### config.mk
export PLATFORM = sky130hd
export DESIGN_NAME = scan_sliding_median_filter_flat
export DESIGN_NICKNAME = d
export VERILOG_FILES = /design/src/sv/ssmf_pkg.sv /design/src/sv/ssmf_if.sv /design/src/sv/ssmf_ram.sv /design/src/sv/ssmf_select.sv /design/src/sv/scan_sliding_median_filter.sv /design/src/flat_wrapper.sv
export SDC_FILE = /design/constraint.sdc
export NUM_CORES = 2
export LEC_CHECK = 0
export ABC_AREA = 1
export BUFFER_PORTS_ARGS = -buffer_cell sky130_fd_sc_hd__buf_2
export CELL_PAD_IN_SITES_DETAIL_PLACEMENT = 0
export CELL_PAD_IN_SITES_GLOBAL_PLACEMENT = 1
export CORE_MARGIN = 2
export CORE_UTILIZATION = 41
export DETAILED_ROUTE_END_ITERATION = 10
export PLACE_DENSITY = 0.76
export SYNTH_ARGS = -nofsm -noshare
export SYNTH_HDL_FRONTEND = slang
export SYNTH_HIERARCHICAL = 1
export SYNTH_SLANG_ARGS = --single-unit
### constraint.sdc
create_clock -name i_clk -period 11.2 [get_ports i_clk]
set_input_delay 0.56 -clock i_clk [delete_from_list [all_inputs] [get_ports i_clk]]
set_output_delay 0.56 -clock i_clk [all_outputs]
set_load 0.05 [all_outputs]
### src/sv/ssmf_pkg.sv
// Package for the scan sliding median filter: fixed widths, reset values,
// sequencer state types and the control structs between the top level and the selector.
// No dependencies; compile first.
`timescale 1ns / 1ps
`default_nettype none

package ssmf_pkg;

    // Fixed field widths
    localparam int CFG_W    = 6;   // filter size register
    localparam int SAMPLE_W = 16;  // range sample in millimetres
    localparam int POS_W    = 12;  // output position field
    localparam int REACH_W  = CFG_W - 1;  // half the filter size
    localparam int LEN_W    = CFG_W + 1;  // window length, up to twice the reach

    localparam logic [CFG_W-1:0] FILTER_SIZE_RST = 6'd10;
    localparam logic [CFG_W-1:0] MIN_FILTER_SIZE = 6'd2;

    // Top level sequencer
    typedef enum logic [2:0] {
        ST_IDLE,   // wait for a sample
        ST_NEXT,   // decide on the next output position
        ST_START,  // launch the median selector
        ST_SEL,    // selector running
        ST_FDAT,   // raw sample read from the ring
        ST_EMIT    // hand the result to the output register
    } t_state;

    // How the current sample's results are produced
    typedef enum logic [1:0] {
        MD_NONE,   // still undecided, nothing to emit
        MD_RAW,    // filter too small, pass the sample through
        MD_FILT,   // window median
        MD_FLUSH   // short scan ended, replay raw samples
    } t_mode;

    // Median selector sequencer
    typedef enum logic [1:0] {
        SS_IDLE,
        SS_PASS,   // stream the window and count zeros at the current bit
        SS_BIT     // settle one result bit
    } t_sel_state;

    typedef struct packed {
        logic             start;
        logic [LEN_W-1:0] len;
    } t_sel_ctrl;

    typedef struct packed {
        logic busy;
        logic done;
    } t_sel_stat;

endpackage

`default_nettype wire

### src/sv/ssmf_if.sv
// Channel interfaces for the scan sliding median filter: sample input and result output.
// Depends on ssmf_pkg for the field widths.
`timescale 1ns / 1ps
`default_nettype none

interface ssmf_sample_if;
    import ssmf_pkg::*;

    logic                valid;
    logic                ready;
    logic [SAMPLE_W-1:0] sample_value;
    logic                last_sample;

    modport source (output valid, output sample_value, output last_sample, input ready);
    modport sink   (input valid, input sample_value, input last_sample, output ready);
endinterface

interface ssmf_result_if;
    import ssmf_pkg::*;

    logic                valid;
    logic                ready;
    logic [SAMPLE_W-1:0] filtered_value;
    logic [POS_W-1:0]    position;
    logic                last_result;

    modport source (output valid, output filtered_value, output position,
                    output last_result, input ready);
    modport sink   (input valid, input filtered_value, input position,
                    input last_result, output ready);
endinterface

`default_nettype wire

### src/sv/ssmf_ram.sv
// Generic single write port, single read port RAM with registered read data.
// No dependencies.
`timescale 1ns / 1ps
`default_nettype none

module ssmf_ram #(
    parameter int WIDTH = 16,
    parameter int DEPTH = 64,
    localparam int AW   = (DEPTH > 1) ? $clog2(DEPTH) : 1
) (
    input  wire logic             i_clk,
    input  wire logic             i_we,
    input  wire logic [AW-1:0]    i_waddr,
    input  wire logic [WIDTH-1:0] i_wdata,
    input  wire logic [AW-1:0]    i_raddr,
    output logic      [WIDTH-1:0] o_rdata
);

    logic [WIDTH-1:0] r_mem [DEPTH];

    // Write port
    always_ff @(posedge i_clk) begin
        if (i_we) begin
            r_mem[i_waddr] <= i_wdata;
        end
    end

    // Registered read port
    always_ff @(posedge i_clk) begin
        o_rdata <= r_mem[i_raddr];
    end

endmodule

`default_nettype wire

### src/sv/ssmf_select.sv
// Median selector: radix selection of the element at a given sorted rank, one bit per pass,
// streaming the window from the ring RAM through one shared compare and count unit.
// Depends on ssmf_pkg.
`timescale 1ns / 1ps
`default_nettype none

module ssmf_select #(
    parameter int RING_DEPTH = 64,
    localparam int IW        = (RING_DEPTH > 1) ? $clog2(RING_DEPTH) : 1
) (
    input  wire logic                          i_clk,
    input  wire logic                          i_rst_n,
    input  wire ssmf_pkg::t_sel_ctrl           i_ctrl,
    input  wire logic [IW-1:0]                 i_start_idx,
    output logic      [IW-1:0]                 o_raddr,
    input  wire logic [ssmf_pkg::SAMPLE_W-1:0] i_rdata,
    output ssmf_pkg::t_sel_stat                o_stat,
    output logic      [ssmf_pkg::SAMPLE_W-1:0] o_median
);
    import ssmf_pkg::*;

    t_sel_state          r_state, n_state;
    logic                r_vld;
    logic                r_done;
    logic [IW-1:0]       r_addr;
    logic [IW-1:0]       r_start;
    logic [LEN_W-1:0]    r_len;
    logic [LEN_W-1:0]    r_issued;
    logic [LEN_W-1:0]    r_zeros;
    logic [LEN_W-1:0]    r_k;
    logic [SAMPLE_W-1:0] r_prefix;
    logic [SAMPLE_W-1:0] r_hmask;
    logic [SAMPLE_W-1:0] r_bsel;

    logic s_load;
    logic s_issue;
    logic s_count;
    logic s_settle;
    logic s_last_bit;
    logic s_match;
    logic [IW-1:0] s_addr_inc;

    // Element agrees with the prefix on settled bits and has a zero at the current bit
    assign s_match = (((i_rdata ^ r_prefix) & r_hmask) == '0) && ((i_rdata & r_bsel) == '0);
    assign s_addr_inc = (r_addr == IW'(RING_DEPTH - 1)) ? '0 : r_addr + 1'b1;
    assign s_last_bit = r_bsel[0];

    // Next state
    always_comb begin
        n_state = r_state;
        unique case (r_state)
            SS_IDLE: begin
                if (i_ctrl.start) n_state = SS_PASS;
            end
            SS_PASS: begin
                if ((r_issued == r_len) && !r_vld) n_state = SS_BIT;
            end
            SS_BIT: begin
                n_state = s_last_bit ? SS_IDLE : SS_PASS;
            end
            default: n_state = SS_IDLE;
        endcase
    end

    // Strobes
    always_comb begin
        s_load   = 1'b0;
        s_issue  = 1'b0;
        s_count  = 1'b0;
        s_settle = 1'b0;
        unique case (r_state)
            SS_IDLE: s_load   = i_ctrl.start;
            SS_PASS: begin
                s_issue = (r_issued != r_len);
                s_count = r_vld && s_match;
            end
            SS_BIT:  s_settle = 1'b1;
            default: ;
        endcase
    end

    // Control state
    always_ff @(posedge i_clk) begin
        if (!i_rst_n) begin
            r_state <= SS_IDLE;
            r_vld   <= 1'b0;
            r_done  <= 1'b0;
        end else begin
            r_state <= n_state;
            r_vld   <= s_issue;
            r_done  <= s_settle && s_last_bit;
        end
    end

    // Datapath
    always_ff @(posedge i_clk) begin
        if (s_load) begin
            r_addr   <= i_start_idx;
            r_start  <= i_start_idx;
            r_len    <= i_ctrl.len;
            r_k      <= i_ctrl.len >> 1;
            r_issued <= '0;
            r_zeros  <= '0;
            r_prefix <= '0;
            r_hmask  <= '0;
            r_bsel   <= {1'b1, {(SAMPLE_W-1){1'b0}}};
        end else if (s_settle) begin
            // Rank falls above the zeros: the bit is one
            if (r_k >= r_zeros) begin
                r_prefix <= r_prefix | r_bsel;
                r_k      <= r_k - r_zeros;
            end
            r_hmask  <= r_hmask | r_bsel;
            r_bsel   <= r_bsel >> 1;
            r_zeros  <= '0;
            r_issued <= '0;
            r_addr   <= r_start;
        end else begin
            if (s_issue) begin
                r_addr   <= s_addr_inc;
                r_issued <= r_issued + 1'b1;
            end
            if (s_count) begin
                r_zeros <= r_zeros + 1'b1;
            end
        end
    end

    assign o_raddr     = r_addr;
    assign o_median    = r_prefix;
    assign o_stat.busy = (r_state != SS_IDLE);
    assign o_stat.done = r_done;

endmodule

`default_nettype wire

### src/sv/scan_sliding_median_filter.sv
// Top level of the scan sliding median filter: scan sequencer, sample ring, output register.
// Depends on ssmf_pkg, ssmf_if, ssmf_ram and ssmf_select.
//
//  channel     | dir | handshake        | payload
//  ------------+-----+------------------+--------------------------------------------
//  i_sample    | in  | valid / ready    | sample_value[15:0], last_sample
//  o_result    | out | valid / ready    | filtered_value[15:0], position[11:0], last_result
//  i_cfg_*     | in  | write enable     | i_cfg_wdata[5:0] = filter size
//
// A sample is taken while the block is idle; the block then works through the results it
// causes and returns to ready. A median result is paced by the selector streaming the
// window (up to 62 samples) once per result bit through the single ring read port.
// Reset is synchronous and needs no clearing pass; the ring is only read where written.
// A stalled output holds its result; the next sample is taken while it waits.
`timescale 1ns / 1ps
`default_nettype none

module scan_sliding_median_filter #(
    parameter int RING_DEPTH      = 64,
    parameter int MAX_SCAN_POINTS = 4096
) (
    input  wire logic                       i_clk,
    input  wire logic                       i_rst_n,
    ssmf_sample_if.sink                     i_sample,
    ssmf_result_if.source                   o_result,
    input  wire logic                       i_cfg_we,
    input  wire logic [ssmf_pkg::CFG_W-1:0] i_cfg_wdata
);
    import ssmf_pkg::*;

    localparam int IW  = (RING_DEPTH > 1) ? $clog2(RING_DEPTH) : 1;
    localparam int CNW = $clog2(MAX_SCAN_POINTS + 1);
    localparam int CW  = (CNW > CFG_W) ? CNW : CFG_W + 1;
    localparam int PW  = (CW > POS_W) ? CW : POS_W;

    // Registers
    t_state              r_state, n_state;
    t_mode               r_mode;
    logic [CFG_W-1:0]    r_filter_size;
    logic [CFG_W-1:0]    r_sfs;
    logic [CW-1:0]       r_cnt;
    logic [CW-1:0]       r_nop;
    logic [CW-1:0]       r_limit;
    logic [IW-1:0]       r_wr_idx;
    logic [IW-1:0]       r_nop_idx;
    logic                r_decided;
    logic                r_last;
    logic [SAMPLE_W-1:0] r_res;
    logic [LEN_W-1:0]    r_len;
    logic [IW-1:0]       r_start_idx;
    logic                r_out_valid;
    logic [SAMPLE_W-1:0] r_out_value;
    logic [POS_W-1:0]    r_out_pos;
    logic                r_out_last;

    // Strobes
    logic s_accept, s_load_win, s_take_sel, s_take_ram, s_emit, s_finish;

    // Accept-time decisions
    logic [CFG_W-1:0]   sfs_now;
    logic [REACH_W-1:0] a_now;
    logic [CW-1:0]      c_new;
    logic               last_now, small_now, decided_now;
    logic [CW-1:0]      limit_now;
    t_mode              mode_now;

    // Window bounds
    logic [REACH_W-1:0] a_cur;
    logic [CW-1:0]      a_ext;
    logic               i_ge_a;
    logic [CW-1:0]      win_lo, win_hi;
    logic [CW:0]        win_sum;
    logic [IW:0]        idx_diff, idx_wrap;
    logic [IW-1:0]      win_start;
    logic [IW-1:0]      a_mod_tab [2**REACH_W];
    logic               more;
    logic [PW-1:0]      pos_ext;

    // Ring and selector
    logic [IW-1:0]       ram_raddr;
    logic [SAMPLE_W-1:0] ram_rdata;
    t_sel_ctrl           sel_ctrl;
    t_sel_stat           sel_stat;
    logic [IW-1:0]       sel_raddr;
    logic [SAMPLE_W-1:0] sel_median;

    // Reach modulo ring depth, folded at elaboration
    for (genvar k = 0; k < 2**REACH_W; k++) begin : g_amod
        assign a_mod_tab[k] = IW'(k % RING_DEPTH);
    end

    // Decide what this sample produces
    always_comb begin
        sfs_now     = (r_cnt == '0) ? r_filter_size : r_sfs;
        a_now       = sfs_now[CFG_W-1:1];
        c_new       = r_cnt + 1'b1;
        last_now    = i_sample.last_sample || (c_new >= CW'(MAX_SCAN_POINTS));
        small_now   = (sfs_now < MIN_FILTER_SIZE);
        decided_now = r_decided || small_now || (CW'(sfs_now) < c_new);
        if (decided_now && small_now) begin
            mode_now  = MD_RAW;
            limit_now = c_new;
        end else if (decided_now) begin
            mode_now = MD_FILT;
            if (last_now) limit_now = c_new;
            else if (c_new >= CW'(a_now)) limit_now = c_new - CW'(a_now) + 1'b1;
            else limit_now = '0;
        end else if (last_now) begin
            mode_now  = MD_FLUSH;
            limit_now = c_new;
        end else begin
            mode_now  = MD_NONE;
            limit_now = '0;
        end
    end

    // Window of the current position, clipped at the scan ends
    always_comb begin
        a_cur     = r_sfs[CFG_W-1:1];
        a_ext     = CW'(a_cur);
        i_ge_a    = (r_nop >= a_ext);
        win_lo    = i_ge_a ? r_nop - a_ext : '0;
        win_sum   = {1'b0, r_nop} + {1'b0, a_ext};
        win_hi    = (win_sum < {1'b0, r_cnt}) ? win_sum[CW-1:0] : r_cnt;
        idx_diff  = {1'b0, r_nop_idx} - {1'b0, a_mod_tab[a_cur]};
        idx_wrap  = idx_diff[IW] ? idx_diff + (IW+1)'(RING_DEPTH) : idx_diff;
        win_start = i_ge_a ? idx_wrap[IW-1:0] : '0;
        more      = (r_nop < r_limit);
    end

    // Next state
    always_comb begin
        n_state = r_state;
        unique case (r_state)
            ST_IDLE: begin
                if (i_sample.valid) n_state = ST_NEXT;
            end
            ST_NEXT: begin
                if (!more) begin
                    n_state = ST_IDLE;
                end else begin
                    unique case (r_mode)
                        MD_RAW:   n_state = ST_EMIT;
                        MD_FLUSH: n_state = ST_FDAT;
                        MD_FILT:  n_state = ST_START;
                        default:  n_state = ST_IDLE;
                    endcase
                end
            end
            ST_START: n_state = ST_SEL;
            ST_SEL: begin
                if (sel_stat.done) n_state = ST_EMIT;
            end
            ST_FDAT: n_state = ST_EMIT;
            ST_EMIT: begin
                if (!r_out_valid || o_result.ready) n_state = ST_NEXT;
            end
            default: n_state = ST_IDLE;
        endcase
    end

    // Sequencer outputs
    always_comb begin
        i_sample.ready = 1'b0;
        s_accept       = 1'b0;
        s_load_win     = 1'b0;
        s_take_sel     = 1'b0;
        s_take_ram     = 1'b0;
        s_emit         = 1'b0;
        s_finish       = 1'b0;
        sel_ctrl.start = 1'b0;
        sel_ctrl.len   = r_len;
        unique case (r_state)
            ST_IDLE: begin
                i_sample.ready = 1'b1;
                s_accept       = i_sample.valid;
            end
            ST_NEXT: begin
                s_load_win = more && (r_mode == MD_FILT);
                s_finish   = !more && r_last;
            end
            ST_START: sel_ctrl.start = 1'b1;
            ST_SEL:   s_take_sel     = sel_stat.done;
            ST_FDAT:  s_take_ram     = 1'b1;
            ST_EMIT:  s_emit         = !r_out_valid || o_result.ready;
            default: ;
        endcase
    end

    // Control state
    always_ff @(posedge i_clk) begin
        if (!i_rst_n) begin
            r_state       <= ST_IDLE;
            r_mode        <= MD_NONE;
            r_filter_size <= FILTER_SIZE_RST;
            r_sfs         <= '0;
            r_cnt         <= '0;
            r_nop         <= '0;
            r_limit       <= '0;
            r_wr_idx      <= '0;
            r_nop_idx     <= '0;
            r_decided     <= 1'b0;
            r_last        <= 1'b0;
            r_out_valid   <= 1'b0;
        end else begin
            r_state <= n_state;
            if (i_cfg_we) begin
                r_filter_size <= i_cfg_wdata;
            end
            // Latch the scan bookkeeping for this sample
            if (s_accept) begin
                r_sfs     <= sfs_now;
                r_cnt     <= c_new;
                r_decided <= decided_now;
                r_last    <= last_now;
                r_mode    <= mode_now;
                r_limit   <= limit_now;
                r_wr_idx  <= (r_wr_idx == IW'(RING_DEPTH - 1)) ? '0 : r_wr_idx + 1'b1;
            end
            // Advance to the next output position
            if (s_emit) begin
                r_nop     <= r_nop + 1'b1;
                r_nop_idx <= (r_nop_idx == IW'(RING_DEPTH - 1)) ? '0 : r_nop_idx + 1'b1;
            end
            // Drop all scan state after the last sample
            if (s_finish) begin
                r_sfs     <= '0;
                r_cnt     <= '0;
                r_nop     <= '0;
                r_limit   <= '0;
                r_wr_idx  <= '0;
                r_nop_idx <= '0;
                r_decided <= 1'b0;
                r_last    <= 1'b0;
                r_mode    <= MD_NONE;
            end
            // Output register valid
            if (s_emit) r_out_valid <= 1'b1;
            else if (o_result.ready) r_out_valid <= 1'b0;
        end
    end

    // Payload registers
    assign pos_ext = PW'(r_nop);
    always_ff @(posedge i_clk) begin
        if (s_accept) r_res <= i_sample.sample_value;
        else if (s_take_sel) r_res <= sel_median;
        else if (s_take_ram) r_res <= ram_rdata;
        if (s_load_win) begin
            r_len       <= LEN_W'(win_hi - win_lo);
            r_start_idx <= win_start;
        end
        if (s_emit) begin
            r_out_value <= r_res;
            r_out_pos   <= pos_ext[POS_W-1:0];
            r_out_last  <= r_last && (r_nop == r_cnt - 1'b1);
        end
    end

    // Sample ring
    assign ram_raddr = sel_stat.busy ? sel_raddr : r_nop_idx;

    ssmf_ram #(
        .WIDTH (SAMPLE_W),
        .DEPTH (RING_DEPTH)
    ) u_ring (
        .i_clk   (i_clk),
        .i_we    (s_accept),
        .i_waddr (r_wr_idx),
        .i_wdata (i_sample.sample_value),
        .i_raddr (ram_raddr),
        .o_rdata (ram_rdata)
    );

    // Window median
    ssmf_select #(
        .RING_DEPTH (RING_DEPTH)
    ) u_select (
        .i_clk       (i_clk),
        .i_rst_n     (i_rst_n),
        .i_ctrl      (sel_ctrl),
        .i_start_idx (r_start_idx),
        .o_raddr     (sel_raddr),
        .i_rdata     (ram_rdata),
        .o_stat      (sel_stat),
        .o_median    (sel_median)
    );

    assign o_result.valid          = r_out_valid;
    assign o_result.filtered_value = r_out_value;
    assign o_result.position       = r_out_pos;
    assign o_result.last_result    = r_out_last;

endmodule

`default_nettype wire

### src/flat_wrapper.sv
// flat-port wrapper written by rule: the top's interface ports become plain ports
module scan_sliding_median_filter_flat import ssmf_pkg::*;
#(
    parameter int RING_DEPTH      = 64,
    parameter int MAX_SCAN_POINTS = 4096
)
  (i_clk, i_rst_n, i_cfg_we, i_cfg_wdata, i_sample_valid, i_sample_sample_value, i_sample_last_sample, i_sample_ready, o_result_valid, o_result_filtered_value, o_result_position, o_result_last_result, o_result_ready);
  ssmf_sample_if i_sample_i ();
  ssmf_result_if o_result_i ();
  input  wire logic i_clk;
  input  wire logic i_rst_n;
  input  wire logic i_cfg_we;
  input  wire logic [ssmf_pkg::CFG_W-1:0] i_cfg_wdata;
  input wire logic [$bits(i_sample_i.valid)-1:0] i_sample_valid;
  input wire logic [$bits(i_sample_i.sample_value)-1:0] i_sample_sample_value;
  input wire logic [$bits(i_sample_i.last_sample)-1:0] i_sample_last_sample;
  output wire logic [$bits(i_sample_i.ready)-1:0] i_sample_ready;
  output wire logic [$bits(o_result_i.valid)-1:0] o_result_valid;
  output wire logic [$bits(o_result_i.filtered_value)-1:0] o_result_filtered_value;
  output wire logic [$bits(o_result_i.position)-1:0] o_result_position;
  output wire logic [$bits(o_result_i.last_result)-1:0] o_result_last_result;
  input wire logic [$bits(o_result_i.ready)-1:0] o_result_ready;
  assign i_sample_i.valid = i_sample_valid;
  assign i_sample_i.sample_value = i_sample_sample_value;
  assign i_sample_i.last_sample = i_sample_last_sample;
  assign i_sample_ready = i_sample_i.ready;
  assign o_result_valid = o_result_i.valid;
  assign o_result_filtered_value = o_result_i.filtered_value;
  assign o_result_position = o_result_i.position;
  assign o_result_last_result = o_result_i.last_result;
  assign o_result_i.ready = o_result_ready;
  scan_sliding_median_filter #(.RING_DEPTH(RING_DEPTH), .MAX_SCAN_POINTS(MAX_SCAN_POINTS)) u_core (.i_clk(i_clk), .i_rst_n(i_rst_n), .i_sample(i_sample_i), .o_result(o_result_i), .i_cfg_we(i_cfg_we), .i_cfg_wdata(i_cfg_wdata));
endmodule
==> impl_metrics.yaml <==
detailed_routing:
  ant_nets: 0
  wl_per_cell_um: 20.7
  vias: 38000
  wirelength_um: 148000
  drc: 0
  drt-initial-drc-count: 3699
  vias_per_cell: 5.32
  dr.pass1.iters: 5
clocking:
  htreeDepth: 4
  cts.clk_slew.worst_paths_ps: 60
  cts_tree: "yes"
  root_buffer: "clkbuf_16"
  cts_buffers: 130
  post_cts_buffers: 0
  cts_resized: 0
  cts_hold_buf: 4
  cts.path.max_buffers: 3
  clk_latency_ps: 760
  cts_sinks: 1261
sta:
  worst_pin_slew_ps: 1270
  relSlewSlack: 0.150
  min_period_ps: 5140
  slew_violations: 0
  fmax_mhz: 194
  rsz0062_at_grt: "false"
  setup_tns_ps: 0
  hold_viol: 0
  period_share: 0.459
  clock_skew_ps: 47.0
  setup_ws_ps: 6060
  setup_viol: 0
layout:
  seq_area_sq_um: 36300
  fin_cells: 7150
  fillCellCount: 12300
  multiInputGateArea_sq_um: 16700
  layout.nets: 5389
  final_area_sq_um: 61500
  drive_gt1_frac: 0.0866
  area_growth_pct: 10.6
place:
  port_buffers: 58
  hpwl_um: 83900
  placed_cells: 6906
  globalplace.congestion: 0.868
  place_ws_ps: 6060
  postPlaceCellArea_sq_um: 57400
synthesis:
  synth_fp_nets: 5358
  ys_seq_area_frac: 0.653
  syn-cell-area_sq_um: 55600
  synth_warnings: 6
  synth_async_sr_flop_share: 0
  synth_edf_count: 1107
  synth_cell_types: 58
  syn_inst: 5230
  syn_avg_cell_area_sq_um: 10.6
  ys.flop_type: "edfxtp_1"
  synth_seq_cells: 1261
floorplanning:
  pin_count: 59
  start_util: 0.412
  coreArea_sq_um: 135000
  dieWidth_um: 372
  die_area_sq_um: 139000
  fp.dieH_um: 372
  rows: 135
power:
  pwr-share-seq: 0.500
  p_clk_frac: 0.384
  p_comb_frac: 0.116
  vdd_drop_max_mv: 0.150
  switching_power_mw: 2.83
  power-per-cell-area_nw_per_um2: 176
  p_sw_frac: 0.261
  p_int_mw: 8.00
  p_total_mw: 10.8
  p_leak_nw: 23.0
global_route:
  antenna_found_initial: 0
  grt_overflow: 0
  grtUsageMet1: 0.296
  use_met2: 0.344
  grt_start_max_net_pins: 270
  gr-usage-met3: 0.0324
  grt_first_pass_wirelength_um: 222000
  busiest_layer: "met2"
  grtUsageTotal: 0.212
  grt_pass1_vias: 35900
critical_path:
  critPathSlowestCell: "dfxtp_1"
  endpoint_kind: "flip-flop"
  path_class: "flip-flop to flip-flop"
  path_common_cell: "nand2_1"
  worstPathRequired_ps: 11710
  crit_fanout: 9
  cp-start-kind: "flip-flop"
  cpPeakStageDelay_ps: 560
  crit_arrival_ps: 5660
worst_hold_path:
  hold_path.class: "input pin to flip-flop"
flow_run:
  drv_cap: 0
outcome:
  outcome: "finished clean"
-- metal layers --
layer  vias to the layer above  wire length, um
met5                         -                0
met4                         0             3230
met3                       194             9240
met2                      1229            69600
met1                     18500            65900
li1                      18100                -
-- flip-flops by register name, indices dropped and copies added (netlist names), 12 cells and up --
| name | cells |
|---|---|
| u_core/u_ring/r_mem | 1024 |
| u_core/o_result.filtered_value | 16 |
| u_core/r_res | 16 |
| u_core/u_ring/o_rdata | 16 |
| u_core/u_select/o_median | 16 |
| u_core/u_select/r_bsel | 16 |
| u_core/u_select/r_hmask | 16 |
| u_core/pos_ext | 13 |
| u_core/r_cnt | 13 |
| u_core/r_limit | 13 |
| u_core/o_result.position | 12 |
-- layout make-up --
| class | instances | share of cell area |
|---|---|---|
| repair buffers | 172 | 0.0194 |
| diodes | 2 | 0.0000814 |
| multi-input cells | 3432 | 0.271 |
| clock buffers | 169 | 0.0561 |
| clock inverters | 69 | 0.00973 |
| flip-flops and latches | 1261 | 0.591 |
| inverters | 264 | 0.0166 |
| well taps | 1781 | 0.0362 |
-- cell usage in the layout, fill, tap and decap left out, types with 47 or more instances in the layout --
| cell type | count |
|---|---|
| o21ai_0 | 61 |
| buf_2 | 58 |
| dfxtp_1 | 154 |
| xor2_1 | 56 |
| clkbuf_16 | 132 |
| inv_1 | 239 |
| ha_1 | 93 |
| edfxtp_1 | 1107 |
| nand4_1 | 47 |
| nand3_1 | 972 |
| a21oi_1 | 95 |
| buf_4 | 107 |
| nand2_1 | 1624 |
| nor2_1 | 251 |
-- stage by stage --
stage,hold WS [ps],utilization
3_3_place_gp,408,0.425
3_5_place_dp,411,0.425
5_1_grt,90.0,0.456
6_report,112,0.456
4_1_cts,57.8,0.456
2_1_floorplan,400,-
-- path summary, 6_finish.rpt --
check | end | slack [ps] | depth (start not counted) | start
worst min-delay path | u_core/r_filter_size[3]$_SDFFE_PN1P_ | 110 | 3 | i_cfg_we
worst max register to register | u_core/r_len[6]$_DFFE_PP_ | 6060 | 28 | u_core/pos_ext[1]$_SDFFE_PP0P_
worst min register to register | u_core/o_result.filtered_value[13]$_DFFE_PP_ | 390 | 0 | u_core/r_res[13]$_DFFE_PP_
worst max-delay path | u_core/r_len[6]$_DFFE_PP_ | 6060 | 28 | u_core/pos_ext[1]$_SDFFE_PP0P_
-- worst max-delay path: cells and delay by family, from the launching register on --
kind                       cells  cell delay [ps]
xor gates and xnor gates       1              150
and+or+nand+nor               11             1080
DFF                            1              560
AOI/OAI and AO/OA              7             1410
buffers and inverters          5              410
adders and majority gates      4             1300
-- power by group through the flow --
| stage | clock, mW | sequential, mW | combinational [mW] |
|---|---|---|---|
| finish | 4.16 | 5.41 | 1.26 |
| global route | 4.41 | 5.43 | 1.43 |
| CTS | 4.23 | 5.41 | 1.26 |
| detailed placement | 0 | 5.51 | 1.26 |
| global placement | 0 | 5.51 | 1.24 |
| floorplan | 0 | 5.46 | 0.910 |
-- cells in the mapped netlist (15+ instances only) --
| cell type | n | area, sq um |
|---|---|---|
| a211oi_1 | 15 | 113 |
| a21oi_1 | 95 | 475 |
| a21oi_2 | 17 | 149 |
| a31oi_1 | 23 | 144 |
| buf_1 | 22 | 82.6 |
| buf_2 | 125 | 626 |
| buf_4 | 25 | 188 |
| buf_6 | 52 | 586 |
| clkbuf_1 | 45 | 169 |
| dfxtp_1 | 154 | 3080 |
| edfxtp_1 | 1107 | 33200 |
| ha_1 | 93 | 1160 |
| inv_1 | 241 | 905 |
| inv_2 | 21 | 78.8 |
| nand2_1 | 1625 | 6100 |
| nand2_2 | 15 | 93.8 |
| nand3_1 | 972 | 4860 |
| nand4_1 | 47 | 294 |
| nor2_1 | 251 | 942 |
| nor3_1 | 20 | 100 |
| o21ai_0 | 65 | 325 |
| xnor2_1 | 19 | 166 |
| xor2_1 | 56 | 490 |
-- cells by family (layout without fill, tap and decap cells) --
logic type | Yosys count | in the layout | synth area share
buffers and inverters | 537 | 674 | 0.0487
adders and majority gates | 100 | 100 | 0.0234
xor gates and xnor gates | 75 | 75 | 0.0118
AOI/OAI and AO/OA | 265 | 265 | 0.0292
other | 0 | 2 | 0
muxes | 2 | 2 | 0.000405
DFF | 1261 | 1261 | 0.653
and+or+nand+nor | 2990 | 2990 | 0.233
Note: power is estimated with default switching activity, not from simulation.
